## config.mk

```make
export PLATFORM = sky130hd
export DESIGN_NAME = pll_divider_search_core
export DESIGN_NICKNAME = d
export VERILOG_FILES = /design/src/rtl/pds_pkg.sv /design/src/rtl/pds_ctrl.sv /design/src/rtl/pds_dp.sv /design/src/rtl/pll_divider_search_core.sv
export VERILOG_INCLUDE_DIRS = /design/src /design/src/rtl
export SDC_FILE = /design/constraint.sdc
export NUM_CORES = 1
export LEC_CHECK = 0
export ABC_AREA = 1
export BUFFER_PORTS_ARGS = -buffer_cell sky130_fd_sc_hd__clkbuf_2
export CAP_MARGIN = 5
export CORE_MARGIN = 2
export CORE_UTILIZATION = 45
export CTS_CLUSTER_SIZE = 40
export DETAILED_ROUTE_END_ITERATION = 10
export GPL_TIMING_DRIVEN = 0
export PLACE_DENSITY_LB_ADDON = 0.12
export REMOVE_ABC_BUFFERS = 1
export SLEW_MARGIN = 20
export SYNTH_ARGS = -nofsm -noshare
export SYNTH_HDL_FRONTEND = slang
export SYNTH_SLANG_ARGS = --single-unit
```

## constraint.sdc

```tcl
create_clock -name clk -period 7 [get_ports clk]
set_input_delay 1.05 -clock clk [delete_from_list [all_inputs] [get_ports clk]]
set_output_delay 1.05 -clock clk [all_outputs]
set_load 0.03 [all_outputs]
```

## src/rtl/pll_divider_search_core_assert.svh

```systemverilog
// ---------------------------------------------------------------------------
// pll_divider_search_core assertion macros
// Shared property forms for the divider search core checks.
// ---------------------------------------------------------------------------
`ifndef PLL_DIVIDER_SEARCH_CORE_ASSERT_SVH
`define PLL_DIVIDER_SEARCH_CORE_ASSERT_SVH

// condition holds in the same cycle as the trigger
`define PDS_ASSERT_SAME(lbl, ante, cons, msg) \
	lbl: assert property (@(posedge clk) disable iff (!arst_n) (ante) |-> (cons)) \
		else $error(msg);

// condition holds in the cycle after the trigger
`define PDS_ASSERT_NEXT(lbl, ante, cons, msg) \
	lbl: assert property (@(posedge clk) disable iff (!arst_n) (ante) |=> (cons)) \
		else $error(msg);

`endif

```

## src/rtl/pds_pkg.sv

```systemverilog
// ---------------------------------------------------------------------------
// pds_pkg
// Types, constants and helpers shared by the PLL divider search core.
// ---------------------------------------------------------------------------
package pds_pkg;

	// field widths
	localparam int TARGET_W = 18;
	localparam int FB_W     = 8;
	localparam int REF_W    = 2;
	localparam int PD_W     = 3;
	localparam int BYTE_W   = 8;
	localparam int PROD_W   = 7;   // r*p1*p2 <= 98
	localparam int NUM_W    = PROD_W + TARGET_W;
	localparam int S_DATA_W = 24;
	localparam int M_DATA_W = 32;

	// default fraction bits of the target
	localparam int FRAC_BITS_DEF = 8;

	// search limits
	localparam int FB_MIN      = 8'hA0;
	localparam int FB_MAX      = 8'hEF;
	localparam int REF_CLK_MHZ = 25;
	localparam int VCO_LIMIT   = 2400;
	localparam int Y_LO        = FB_MIN * REF_CLK_MHZ;
	localparam int Y_HI        = (FB_MAX + 1) * REF_CLK_MHZ;
	localparam int V_W         = 11;  // Y_HI - Y_LO < 2^11

	// divide by 25 as multiply by reciprocal, exact for v < 2000
	localparam int RECIP_M = 1311;
	localparam int RECIP_S = 15;
	localparam int Q_W     = 7;

	// start values of the candidate sweep
	localparam logic [REF_W-1:0] REF_FIRST = 2'd2;
	localparam logic [REF_W-1:0] REF_LAST  = 2'd1;
	localparam logic [PD_W-1:0]  PD_FIRST  = 3'd7;
	localparam logic [PD_W-1:0]  PD_LAST   = 3'd1;

	// controller to datapath
	typedef struct packed {
		logic             start;    // load target, clear result
		logic             issue;    // push one candidate
		logic [REF_W-1:0] ref_div;
		logic [PD_W-1:0]  pd1;
		logic [PD_W-1:0]  pd2;
		logic             out_load; // copy result to output register
	} cmd_t;

	// datapath to controller
	typedef struct packed {
		logic found; // result latched
		logic busy;  // candidates in flight
	} sts_t;

	// one result item, lowest field in the lowest bits
	typedef struct packed {
		logic              high_vco;
		logic [BYTE_W-1:0] post_divider_byte;
		logic [PD_W-1:0]   post_divider_second;
		logic [PD_W-1:0]   post_divider_first;
		logic [REF_W-1:0]  reference_divider;
		logic [FB_W-1:0]   feedback_divider;
		logic              found;
	} res_t;

	localparam int RES_W = $bits(res_t);

	// total divider product r*p1*p2 (r is 1 or 2, a shift)
	function automatic logic [PROD_W-1:0] prod_of(input logic [REF_W-1:0] r,
			input logic [PD_W-1:0] p1, input logic [PD_W-1:0] p2);
		logic [5:0] pp;
		pp = 6'(p1) * 6'(p2);
		return r[1] ? {pp, 1'b0} : {1'b0, pp};
	endfunction

endpackage

```

## src/rtl/pds_ctrl.sv

```systemverilog
// ---------------------------------------------------------------------------
// pds_ctrl
// Controller: input handshake, candidate sweep, drain and output valid.
// ---------------------------------------------------------------------------
module pds_ctrl
	import pds_pkg::*;
(
	input  logic clk,
	input  logic arst_n,
	input  logic s_tvalid,
	output logic s_tready,
	output logic m_tvalid,
	input  logic m_tready,
	output cmd_t cmd,
	input  sts_t sts
);

	typedef enum logic [3:0] {
		ST_IDLE  = 4'b0001,
		ST_RUN   = 4'b0010,
		ST_DRAIN = 4'b0100,
		ST_DONE  = 4'b1000
	} state_t;

	state_t           state_q, state_d;
	logic [REF_W-1:0] ref_q;
	logic [PD_W-1:0]  pd1_q;
	logic [PD_W-1:0]  pd2_q;
	logic             out_vld_q;
	logic             accept;
	logic             last_cand;
	logic             out_free;

	assign accept    = s_tvalid && s_tready;
	assign s_tready  = (state_q == ST_IDLE);
	assign last_cand = (ref_q == REF_LAST) && (pd1_q == PD_LAST) && (pd2_q == PD_LAST);
	assign out_free  = !out_vld_q || m_tready;
	assign m_tvalid  = out_vld_q;

	// commands
	always_comb begin
		cmd          = '0;
		cmd.start    = accept;
		cmd.issue    = (state_q == ST_RUN) && !sts.found;
		cmd.ref_div  = ref_q;
		cmd.pd1      = pd1_q;
		cmd.pd2      = pd2_q;
		cmd.out_load = (state_q == ST_DONE) && out_free;
	end

	// next state
	always_comb begin
		state_d = state_q;
		case (state_q)
			ST_IDLE: begin
				if (accept) state_d = ST_RUN;
			end
			ST_RUN: begin
				if (sts.found || last_cand) state_d = ST_DRAIN;
			end
			ST_DRAIN: begin
				if (!sts.busy) state_d = ST_DONE;
			end
			ST_DONE: begin
				if (out_free) state_d = ST_IDLE;
			end
			default: state_d = ST_IDLE;
		endcase
	end

	always_ff @(posedge clk or negedge arst_n) begin
		if (!arst_n) begin
			state_q <= ST_IDLE;
		end else begin
			state_q <= state_d;
		end
	end

	// candidate sweep: r 2..1, p1 7..1, p2 p1..1
	always_ff @(posedge clk or negedge arst_n) begin
		if (!arst_n) begin
			ref_q <= REF_FIRST;
			pd1_q <= PD_FIRST;
			pd2_q <= PD_FIRST;
		end else if (accept) begin
			ref_q <= REF_FIRST;
			pd1_q <= PD_FIRST;
			pd2_q <= PD_FIRST;
		end else if (cmd.issue && !last_cand) begin
			if (pd2_q != PD_LAST) begin
				pd2_q <= pd2_q - 3'd1;
			end else if (pd1_q != PD_LAST) begin
				pd1_q <= pd1_q - 3'd1;
				pd2_q <= pd1_q - 3'd1;
			end else begin
				ref_q <= REF_LAST;
				pd1_q <= PD_FIRST;
				pd2_q <= PD_FIRST;
			end
		end
	end

	// output valid
	always_ff @(posedge clk or negedge arst_n) begin
		if (!arst_n) begin
			out_vld_q <= 1'b0;
		end else if (cmd.out_load) begin
			out_vld_q <= 1'b1;
		end else if (m_tready) begin
			out_vld_q <= 1'b0;
		end
	end

endmodule

```

## src/rtl/pds_dp.sv

```systemverilog
// ---------------------------------------------------------------------------
// pds_dp
// Datapath: candidate pipeline, result latch, output register.
// ---------------------------------------------------------------------------
module pds_dp
	import pds_pkg::*;
#(
	parameter int FRAC_BITS = FRAC_BITS_DEF
) (
	input  logic                clk,
	input  logic                arst_n,
	input  logic [TARGET_W-1:0] target_freq_q8,
	input  cmd_t                cmd,
	output sts_t                sts,
	output res_t                res
);

	localparam int HALF_W = 5 + FRAC_BITS;
	localparam int XW     = ((NUM_W > HALF_W) ? NUM_W : HALF_W) + 1;
	localparam int GW     = 13 + FRAC_BITS;
	localparam int DW     = ((NUM_W > GW) ? NUM_W : GW) + 1;
	localparam int QM_W   = V_W + 11;
	localparam logic [XW-1:0] HALF = XW'(REF_CLK_MHZ) << (FRAC_BITS - 1);

	logic [TARGET_W-1:0] t_q;

	// stage 1: product
	logic             vld_s1;
	logic [PROD_W-1:0] prod_s1;
	logic [REF_W-1:0] ref_s1;
	logic [PD_W-1:0]  pd1_s1, pd2_s1;

	// stage 2: scaled target
	logic             vld_s2;
	logic [NUM_W-1:0] num_s2;
	logic [PROD_W-1:0] prod_s2;
	logic [REF_W-1:0] ref_s2;
	logic [PD_W-1:0]  pd1_s2, pd2_s2;

	// stage 3: rounded feedback divider
	logic             vld_s3;
	logic             inr_s3;
	logic [FB_W-1:0]  fb_s3;
	logic [NUM_W-1:0] num_s3;
	logic [PROD_W-1:0] prod_s3;
	logic [REF_W-1:0] ref_s3;
	logic [PD_W-1:0]  pd1_s3, pd2_s3;

	// result latch
	logic found_q;
	res_t hit_q;
	res_t out_q;

	logic [XW-1:0]   x_sum, y_val;
	logic            in_range;
	logic [V_W-1:0]  v_off;
	logic [QM_W-1:0] qm;
	logic [Q_W-1:0]  q_val;
	logic [GW-1:0]   got_fb;
	logic [DW-1:0]   num_ext, got_ext, diff, lim;
	logic            hit;
	logic [12:0]     vco_fb, vco_lim;
	res_t            hit_res;

	// target load
	always_ff @(posedge clk) begin
		if (cmd.start) t_q <= target_freq_q8;
	end

	// pipeline valids
	always_ff @(posedge clk or negedge arst_n) begin
		if (!arst_n) begin
			vld_s1 <= 1'b0;
			vld_s2 <= 1'b0;
			vld_s3 <= 1'b0;
		end else begin
			vld_s1 <= cmd.issue;
			vld_s2 <= vld_s1;
			vld_s3 <= vld_s2;
		end
	end

	// stage 1
	always_ff @(posedge clk) begin
		prod_s1 <= prod_of(cmd.ref_div, cmd.pd1, cmd.pd2);
		ref_s1  <= cmd.ref_div;
		pd1_s1  <= cmd.pd1;
		pd2_s1  <= cmd.pd2;
	end

	// stage 2: P * t
	always_ff @(posedge clk) begin
		num_s2  <= NUM_W'(prod_s1) * NUM_W'(t_q);
		prod_s2 <= prod_s1;
		ref_s2  <= ref_s1;
		pd1_s2  <= pd1_s1;
		pd2_s2  <= pd2_s1;
	end

	// stage 3: fb = floor((P*t + 12.5*2^F) / (25*2^F)), range check
	assign x_sum    = XW'(num_s2) + HALF;
	assign y_val    = x_sum >> FRAC_BITS;
	assign in_range = (y_val >= XW'(Y_LO)) && (y_val < XW'(Y_HI));
	assign v_off    = V_W'(y_val - XW'(Y_LO));
	assign qm       = QM_W'(v_off) * QM_W'(RECIP_M);
	assign q_val    = Q_W'(qm >> RECIP_S);

	always_ff @(posedge clk) begin
		inr_s3  <= in_range;
		fb_s3   <= FB_W'(FB_MIN) + FB_W'(q_val);
		num_s3  <= num_s2;
		prod_s3 <= prod_s2;
		ref_s3  <= ref_s2;
		pd1_s3  <= pd1_s2;
		pd2_s3  <= pd2_s2;
	end

	// error check: |P*t - 25*fb*2^F| < P*2^F
	assign got_fb  = GW'(fb_s3) * GW'(REF_CLK_MHZ);
	assign num_ext = DW'(num_s3);
	assign got_ext = DW'(got_fb) << FRAC_BITS;
	assign diff    = (num_ext >= got_ext) ? (num_ext - got_ext) : (got_ext - num_ext);
	assign lim     = DW'(prod_s3) << FRAC_BITS;
	assign hit     = vld_s3 && inr_s3 && (diff < lim);

	// result fields of the hit candidate
	assign vco_fb  = 13'(fb_s3) * 13'(REF_CLK_MHZ);
	assign vco_lim = 13'(VCO_LIMIT) * 13'(ref_s3);

	always_comb begin
		hit_res                     = '0;
		hit_res.found               = 1'b1;
		hit_res.feedback_divider    = fb_s3;
		hit_res.reference_divider   = ref_s3;
		hit_res.post_divider_first  = pd1_s3;
		hit_res.post_divider_second = pd2_s3;
		hit_res.post_divider_byte   = {1'b0, pd1_s3 - 3'd1, 1'b0, pd2_s3 - 3'd1};
		hit_res.high_vco            = (vco_fb >= vco_lim);
	end

	// first hit wins; later candidates in flight are dropped
	always_ff @(posedge clk or negedge arst_n) begin
		if (!arst_n) begin
			found_q <= 1'b0;
		end else if (cmd.start) begin
			found_q <= 1'b0;
		end else if (hit) begin
			found_q <= 1'b1;
		end
	end

	always_ff @(posedge clk) begin
		if (cmd.start) begin
			hit_q <= '0;
		end else if (hit && !found_q) begin
			hit_q <= hit_res;
		end
	end

	// output register
	always_ff @(posedge clk) begin
		if (cmd.out_load) out_q <= hit_q;
	end

	assign sts.found = found_q;
	assign sts.busy  = vld_s1 || vld_s2 || vld_s3;
	assign res       = out_q;

endmodule

```

## src/rtl/pll_divider_search_core.sv

```systemverilog
// ---------------------------------------------------------------------------
// pll_divider_search_core
// Finds PLL reference, feedback and post dividers for a target frequency.
// ---------------------------------------------------------------------------
//  channel  | dir | fields
//  s_*      | in  | target_freq_q8
//  m_*      | out | found, feedback_divider, reference_divider, post dividers,
//           |     | post_divider_byte, high_vco
//
// An item is accepted, then the candidates are swept (up to 56, fewer when a
// hit stops the sweep), the pipeline drains and the output register is
// loaded. Reset is asynchronous and clears control only. A stalled output
// holds; the next item is searched meanwhile and loaded once it is taken.
// ---------------------------------------------------------------------------
`include "pll_divider_search_core_assert.svh"

module pll_divider_search_core
	import pds_pkg::*;
#(
	parameter int FRAC_BITS = FRAC_BITS_DEF
) (
	input  logic                clk,
	input  logic                arst_n,
	input  logic                s_tvalid,
	output logic                s_tready,
	input  logic [S_DATA_W-1:0] s_tdata,  // [17:0] target_freq_q8
	output logic                m_tvalid,
	input  logic                m_tready,
	// [0] found, [8:1] feedback_divider, [10:9] reference_divider,
	// [13:11] post_divider_first, [16:14] post_divider_second,
	// [24:17] post_divider_byte, [25] high_vco
	output logic [M_DATA_W-1:0] m_tdata
);

	cmd_t cmd;
	sts_t sts;
	res_t res;
	logic fb_ok;

	// controller
	pds_ctrl u_ctrl (
		.clk      (clk),
		.arst_n   (arst_n),
		.s_tvalid (s_tvalid),
		.s_tready (s_tready),
		.m_tvalid (m_tvalid),
		.m_tready (m_tready),
		.cmd      (cmd),
		.sts      (sts)
	);

	// datapath
	pds_dp #(
		.FRAC_BITS (FRAC_BITS)
	) u_dp (
		.clk            (clk),
		.arst_n         (arst_n),
		.target_freq_q8 (s_tdata[TARGET_W-1:0]),
		.cmd            (cmd),
		.sts            (sts),
		.res            (res)
	);

	assign m_tdata = M_DATA_W'(res);

	// feedback divider inside its legal span
	assign fb_ok = (res.feedback_divider >= FB_W'(FB_MIN)) &&
		(res.feedback_divider <= FB_W'(FB_MAX));

	// checks
	`PDS_ASSERT_NEXT(a_busy_after_accept, s_tvalid && s_tready, !s_tready, "ready after accept")
	`PDS_ASSERT_SAME(a_fb_range, m_tvalid && res.found, fb_ok, "feedback divider out of range")
	`PDS_ASSERT_SAME(a_miss_zero, m_tvalid && !res.found, m_tdata == '0, "miss not zero")

endmodule

```

==> results of run 1 <==
-- stage by stage --
stage	hold WS [ps]	setup slack, ps	setup TNS [ps]	cells
finish	321.8	529.3	0	2350
global route	324.9	9.397	0	2350
CTS	321.8	224.6	0	2350
detailed placement	312.1	-29.65	-296.6	2316
global placement	310.4	-919.7	-21150	2314
floorplan	309.6	682.8	0	1819
-- registers in the layout, summed over array words and instances, names as in the netlist, 4 cells and up --
register and count:
u_ctrl.state_q 4, u_dp.num_s3 25, u_dp.prod_s1 7, u_dp.num_s2 25
u_dp.hit_q 24, u_dp.t_q 18, u_dp.res 24, u_dp.prod_s2 7
u_dp.prod_s3 7, u_dp.fb_s3 8
-- logic make-up (layout without fill, tap and decap cells) --
group | count (synthesis) | after routing | synth area share, %
buffers and inverters | 431 | 484 | 11.02
AND/OR/NAND/NOR | 661 | 661 | 17.89
adder cells (fa/ha/maj) | 333 | 333 | 33.30
AO/OA/AOI/OAI | 160 | 160 | 5.797
other | 1 | 8 | 0.02465
flip-flops | 187 | 187 | 27.99
XOR/XNOR | 69 | 69 | 3.972
-- what timing repair did --
action | 4_1_cts | 5_1_grt
buffers inserted | 2 | 0
resized for setup | 0 | 7
pin swaps | 1 | 0
endpoints found under the setup margin | 18 | 29
-- final timing paths --
| kind | startpoint | slack, ps | end |
|---|---|---|---|
| min in group asynchronous | arst_n | 540 | u_ctrl.state_q[3] |
| min | u_dp.pd2_s2[2] | 320 | u_dp.pd2_s3[2] |
| max | u_dp.num_s2[7] | 530 | u_dp.fb_s3[6] |
| max in group asynchronous | arst_n | 6130 | u_ctrl.ref_q[1] |
| max reg2reg | u_dp.num_s2[7] | 530 | u_dp.fb_s3[6] |
| min reg2reg | u_dp.pd2_s2[2] | 320 | u_dp.pd2_s3[2] |
-- cell type report --
| cell class | instances | area (um^2) | share of cell area (%) |
|---|---|---|---|
| clock buffers | 18 | 429.2 | 2.597 |
| clock inverters | 14 | 146.4 | 0.8859 |
| inverters | 401 | 1505 | 9.109 |
| multi-input cells | 1231 | 9345 | 56.55 |
| flip-flops and latches | 187 | 4262 | 25.79 |
| well taps | 448 | 560.5 | 3.392 |
| repair buffers | 51 | 276.5 | 1.673 |
-- cells in the final DEF (no fill, tap or decap), drive strengths merged, types with 42 or more instances in the layout --
cell type and n:
o21ai 52, edfxtp 42, fa 120, dfxtp 128, clkbuf 65, nor2 132, a21oi 76, inv 409
ha 213, nand2 428, nand3 66
-- worst max-delay path, cell delays in order (launching register included) --
cell and delay, ps:
dfxtp_1 360, ha_1 180, nand2_1 70, nand2_1 130, nand2_1 60, nand2_1 50
nand2_1 270, nand2_1 290, nand2_1 130, xnor2_1 420, inv_1 290, fa_1 500
ha_1 290, inv_1 40, fa_1 480, inv_1 60, fa_1 530, inv_1 50
fa_1 540, inv_1 40, ha_1 300, nand4_1 140, nor3_1 250, nand3_1 130
nand3_1 200, xor2_1 200, inv_1 60, ha_1 280
-- routing by layer --
layer	global-route usage [%]	up-vias	share of wire (%)	routed length [um]
li1	-	5771	-	-
met1	25.95	5180	51	15650
met2	30.78	126	46	14130
met3	2.134	19	2.2	664
met4	4.240	0	1.1	334
met5	0	-	0	0
==> reports/qor.csv, run 1 <==
metric,value,unit
grt total ovfl,0,
critical path capture point type,flip-flop,
diode count,0,
Yosys warnings,0,
first-pass GRT wire length,53360,um
clock buffer depth,2,
Residual DRC,0,
latest clock arrival within the worst-skew pair,440,ps
Final Cell Area,16520,um^2
Die Ht,187.9,um
CP startpoint kind,flip-flop,
clock root buffer,clkbuf_16,
largest net degree at the start of global routing,27,
"EDFF count, synth",42,
R2R depth,27,
placed instance area,15900,um^2
top-count cell post-synth,nand2_1,
post-synthesis cell count,1842,
RSZ-0062 raised after global routing,false,
Hold WC Path Type,reg -> reg,
ys async rst share,9.091,%
hpwl dp,25160,um
CTS hold repair buffers,0,
clock skew,11.99,ps
NumNets Final,2250,
Synth top area share,17.52,%
CTS tree,yes,
Cell variety after synth,48,
remaining antenna violation count,0,
"Avg Cell Area, Syn",8.261,um^2
fin. max-slew vios,0,
main area contributors after synthesis,"ha_1, dfxtp_1, fa_1",
Die Wd,187.9,um
fraction of layout cells with a size suffix above 1,6.782,%
fin crit period,6471,ps
area of the die,35300,um^2
Port Buffer Count,47,
Final Hold Fails,0,
cell taking the most area after synthesis,ha_1,
Util after Layout,49.40,%
clock sink count,187,
Least-Margin Pin Slew,1000,ps
CP Data Required Time,7320,ps
starting density of the core,45.49,%
Routed WL,30770,um
first-pass detailed-route iteration total,6,
Synth Flop Type,dfxtp_1,
Final Cycle Share,92.44,%
Seq cells post-synth,187,
area grow syn2layout,8.601,%
critical path class,reg -> reg,
Arrival @ worst endpoint,6790,ps
"CTS clk-pin slew, worst paths",80,ps
fillers,3260,
drt wl/cell,13.09,um
total track usage,18.52,%
CTS HTree Levels,4,
Rows,67,
final setup fails,0,
initial detailed-routing violation count,471,
sequential area share after synthesis,27.99,%
core footprint,33450,um^2
antenna violations before repair,0,
via/cell ratio,4.722,
IO Pins,62,
cts bufs inserted,17,
synth cell count leaders,"nand2_1, inv_1, ha_1, dfxtp_1, nor2_1",
crit path max fanout,7,
status,completed,
Vias,11100,
MaxCap Viol Count,0,
Syn Std Cell Area,15220,um^2
f_max,0.1545,GHz
vias in the first global route,11150,
worst relative slew slack,33.17,%
Final GP Congestion,0.9163,
hold depth,0,
Power of run 1 is not shown: default switching activity piles up to over one toggle a cycle in this logic, so the estimate is an artifact.
==> run 2, diff against run 1 <==
- BUFFER_PORTS_ARGS: -buffer_cell sky130_fd_sc_hd__clkbuf_2 -> -buffer_cell sky130_fd_sc_hd__buf_2
- CORE_ASPECT_RATIO: default -> 1.25
==> reports/qor.csv, run 2 (synthesis gave the netlist of run 1 again) <==
metric,value,unit,change
diode count,0,,unchanged
total track usage,18.72,%,+0.20 points
Final Hold Fails,0,,unchanged
"CTS clk-pin slew, worst paths",90,ps,about the same
crit path max fanout,7,,unchanged
remaining antenna violation count,0,,unchanged
status,completed,,
Residual DRC,0,,unchanged
"most common cell after layout, fill and taps aside",nand2_1,,
cts bufs inserted,17,,unchanged
clock skew,20.74,ps,+8.757 ps
Routed WL,31020,um,+0.81%
Util after Layout,49.59,%,+0.18 points
Port Buffer Count,47,,unchanged
critical path capture point type,flip-flop,,
antenna violations before repair,0,,unchanged
Least-Margin Pin Slew,1024,ps,+24.31 ps
fin crit period,6411,ps,-60.13 ps
fillers,3234,,-0.80%
Hold WC Path Type,reg -> reg,,
CTS HTree Levels,4,,unchanged
clock sink count,187,,unchanged
Arrival @ worst endpoint,6730,ps,-60 ps
hpwl dp,25650,um,+2.0%
largest net degree at the start of global routing,27,,unchanged
clock root buffer,clkbuf_16,,
Vias,11240,,+1.3%
R2R depth,28,,+3.7%
Rows,75,,+12%
FF-to-FF Start,u_dp.num_s2[7],,
NumNets Final,2253,,+0.13%
RSZ-0062 raised after global routing,false,,
reg2reg setup slack,590,ps,+60 ps
clock buffer depth,2,,unchanged
first-pass GRT wire length,53430,um,+0.14%
worst reg2reg endpoint,u_dp.fb_s3[6],,
multi-input logic area,9326,um^2,-0.20%
Final GP Congestion,0.8952,,-2.3%
worst relative slew slack,31.29,%,-1.9 points
MaxCap Viol Count,0,,unchanged
area of the die,35310,um^2,about the same
final setup fails,0,,unchanged
drt wl/cell,13.33,um,+1.8%
fin. max-slew vios,0,,unchanged
hold depth,0,,unchanged
f_max,0.1560,GHz,+0.94%
first-pass detailed-route iteration total,5,,-1
Die Ht,209.6,um,+12%
CP startpoint kind,flip-flop,,
Die Wd,168.5,um,-10%
IO Pins,62,,unchanged
starting density of the core,45.55,%,+0.056 points
fraction of layout cells with a size suffix above 1,6.929,%,+0.15 points
grt total ovfl,0,,unchanged
core footprint,33410,um^2,-0.12%
latest clock arrival within the worst-skew pair,450,ps,about the same
slowest library cell on the worst path,fa_1,,
setup ws final,589.4,ps,+60.13 ps
CTS tree,yes,,
vias in the first global route,11580,,+3.8%
Storage cell area,4263,um^2,about the same
area grow syn2layout,8.873,%,
via/cell ratio,4.826,,+2.2%
initial detailed-routing violation count,487,,+3.4%
Hold Path End,u_dp.prod_s3[5],,
most frequent cells in the layout,"nand2_1, inv_1, ha_1",,
Largest regs,"u_dp.num_s2 (25), u_dp.num_s3 (25)",,
Final Cycle Share,91.58,%,-0.86 points
critical path class,reg -> reg,,
CP Data Required Time,7320,ps,about the same
CP max stage delay,530,ps,about the same
HP Start,u_dp.prod_s2[5],,
Placement Setup Slack,-212.9,ps,-183.3 ps
==> run 2: cell count changes in the layout (fill, tap and decap cells not counted), moves of 2 or more <==
cell and change:
inv_12 +6, buf_4 +2, clkbuf_2 -47, clkinv_8 +2
buf_6 +2, buf_2 +47, clkinv_4 -2, inv_8 -5
==> run 2: routing by layer <==
layer  wire (um)  vias to the layer above  track usage, %
li1            -                     5779               -
met1       13840                     5249           22.59
met2       15640                      164           34.11
met3         806                       44           2.602
met4         736                        0           6.361
met5           0                        -               0
==> run 2: what timing repair did <==
action / CTS / global route
resized for setup: 0 / 6
hold buffers: 0 / 0
setup buffers: 4 / 0
setup endpoints to repair: 22 / 27
hold endpoints to repair: 0 / 0
pin swaps: 1 / 0
gates cloned: 0 / 0
==> run 2: worst max-delay path by stage <==
stage                         startpoint             end  slack, ps  cells past startpoint
after floorplan            u_dp.fb_s3[2]  u_dp.hit_q[10]        680                     30
after global placement     u_dp.fb_s3[1]   u_dp.hit_q[2]      -1030                     34
after detailed placement   u_dp.fb_s3[1]   u_dp.hit_q[3]       -210                     36
after CTS                 u_dp.num_s2[7]   u_dp.fb_s3[6]        220                     28
after global routing       u_dp.fb_s3[3]   u_dp.hit_q[6]          2                     36
final                     u_dp.num_s2[7]   u_dp.fb_s3[6]        590                     28
==> run 2: critical path, delay by kind of cell (launching register included) <==
family,cells,cell delay (ps)
xor gates and xnor gates,2,560
adders and majority gates,9,3340
buffers and inverters,6,520
DFF,1,360
and+or+nand+nor,11,1490
==> run 2: final cells by class <==
type | instances | share of cell area (%)
clock buffers | 17 | 2.568
inverters | 401 | 9.086
repair buffers | 54 | 1.805
clock inverters | 15 | 1.314
flip-flops and latches | 187 | 25.73
multi-input cells | 1231 | 56.30
well taps | 423 | 3.195
==> run 2: through the flow <==
stage,instance area (um^2),TNS [ps],cells,hold WS [ps]
after global routing,16570,0,2328,328.6
final,16570,0,2328,319.4
after floorplan,15070,0,1819,309.6
after global placement,15840,-23510,2289,310.3
after CTS,16540,0,2328,323.3
after detailed placement,15870,-2990,2292,312.1
Power of run 2 is left out for the same reason.
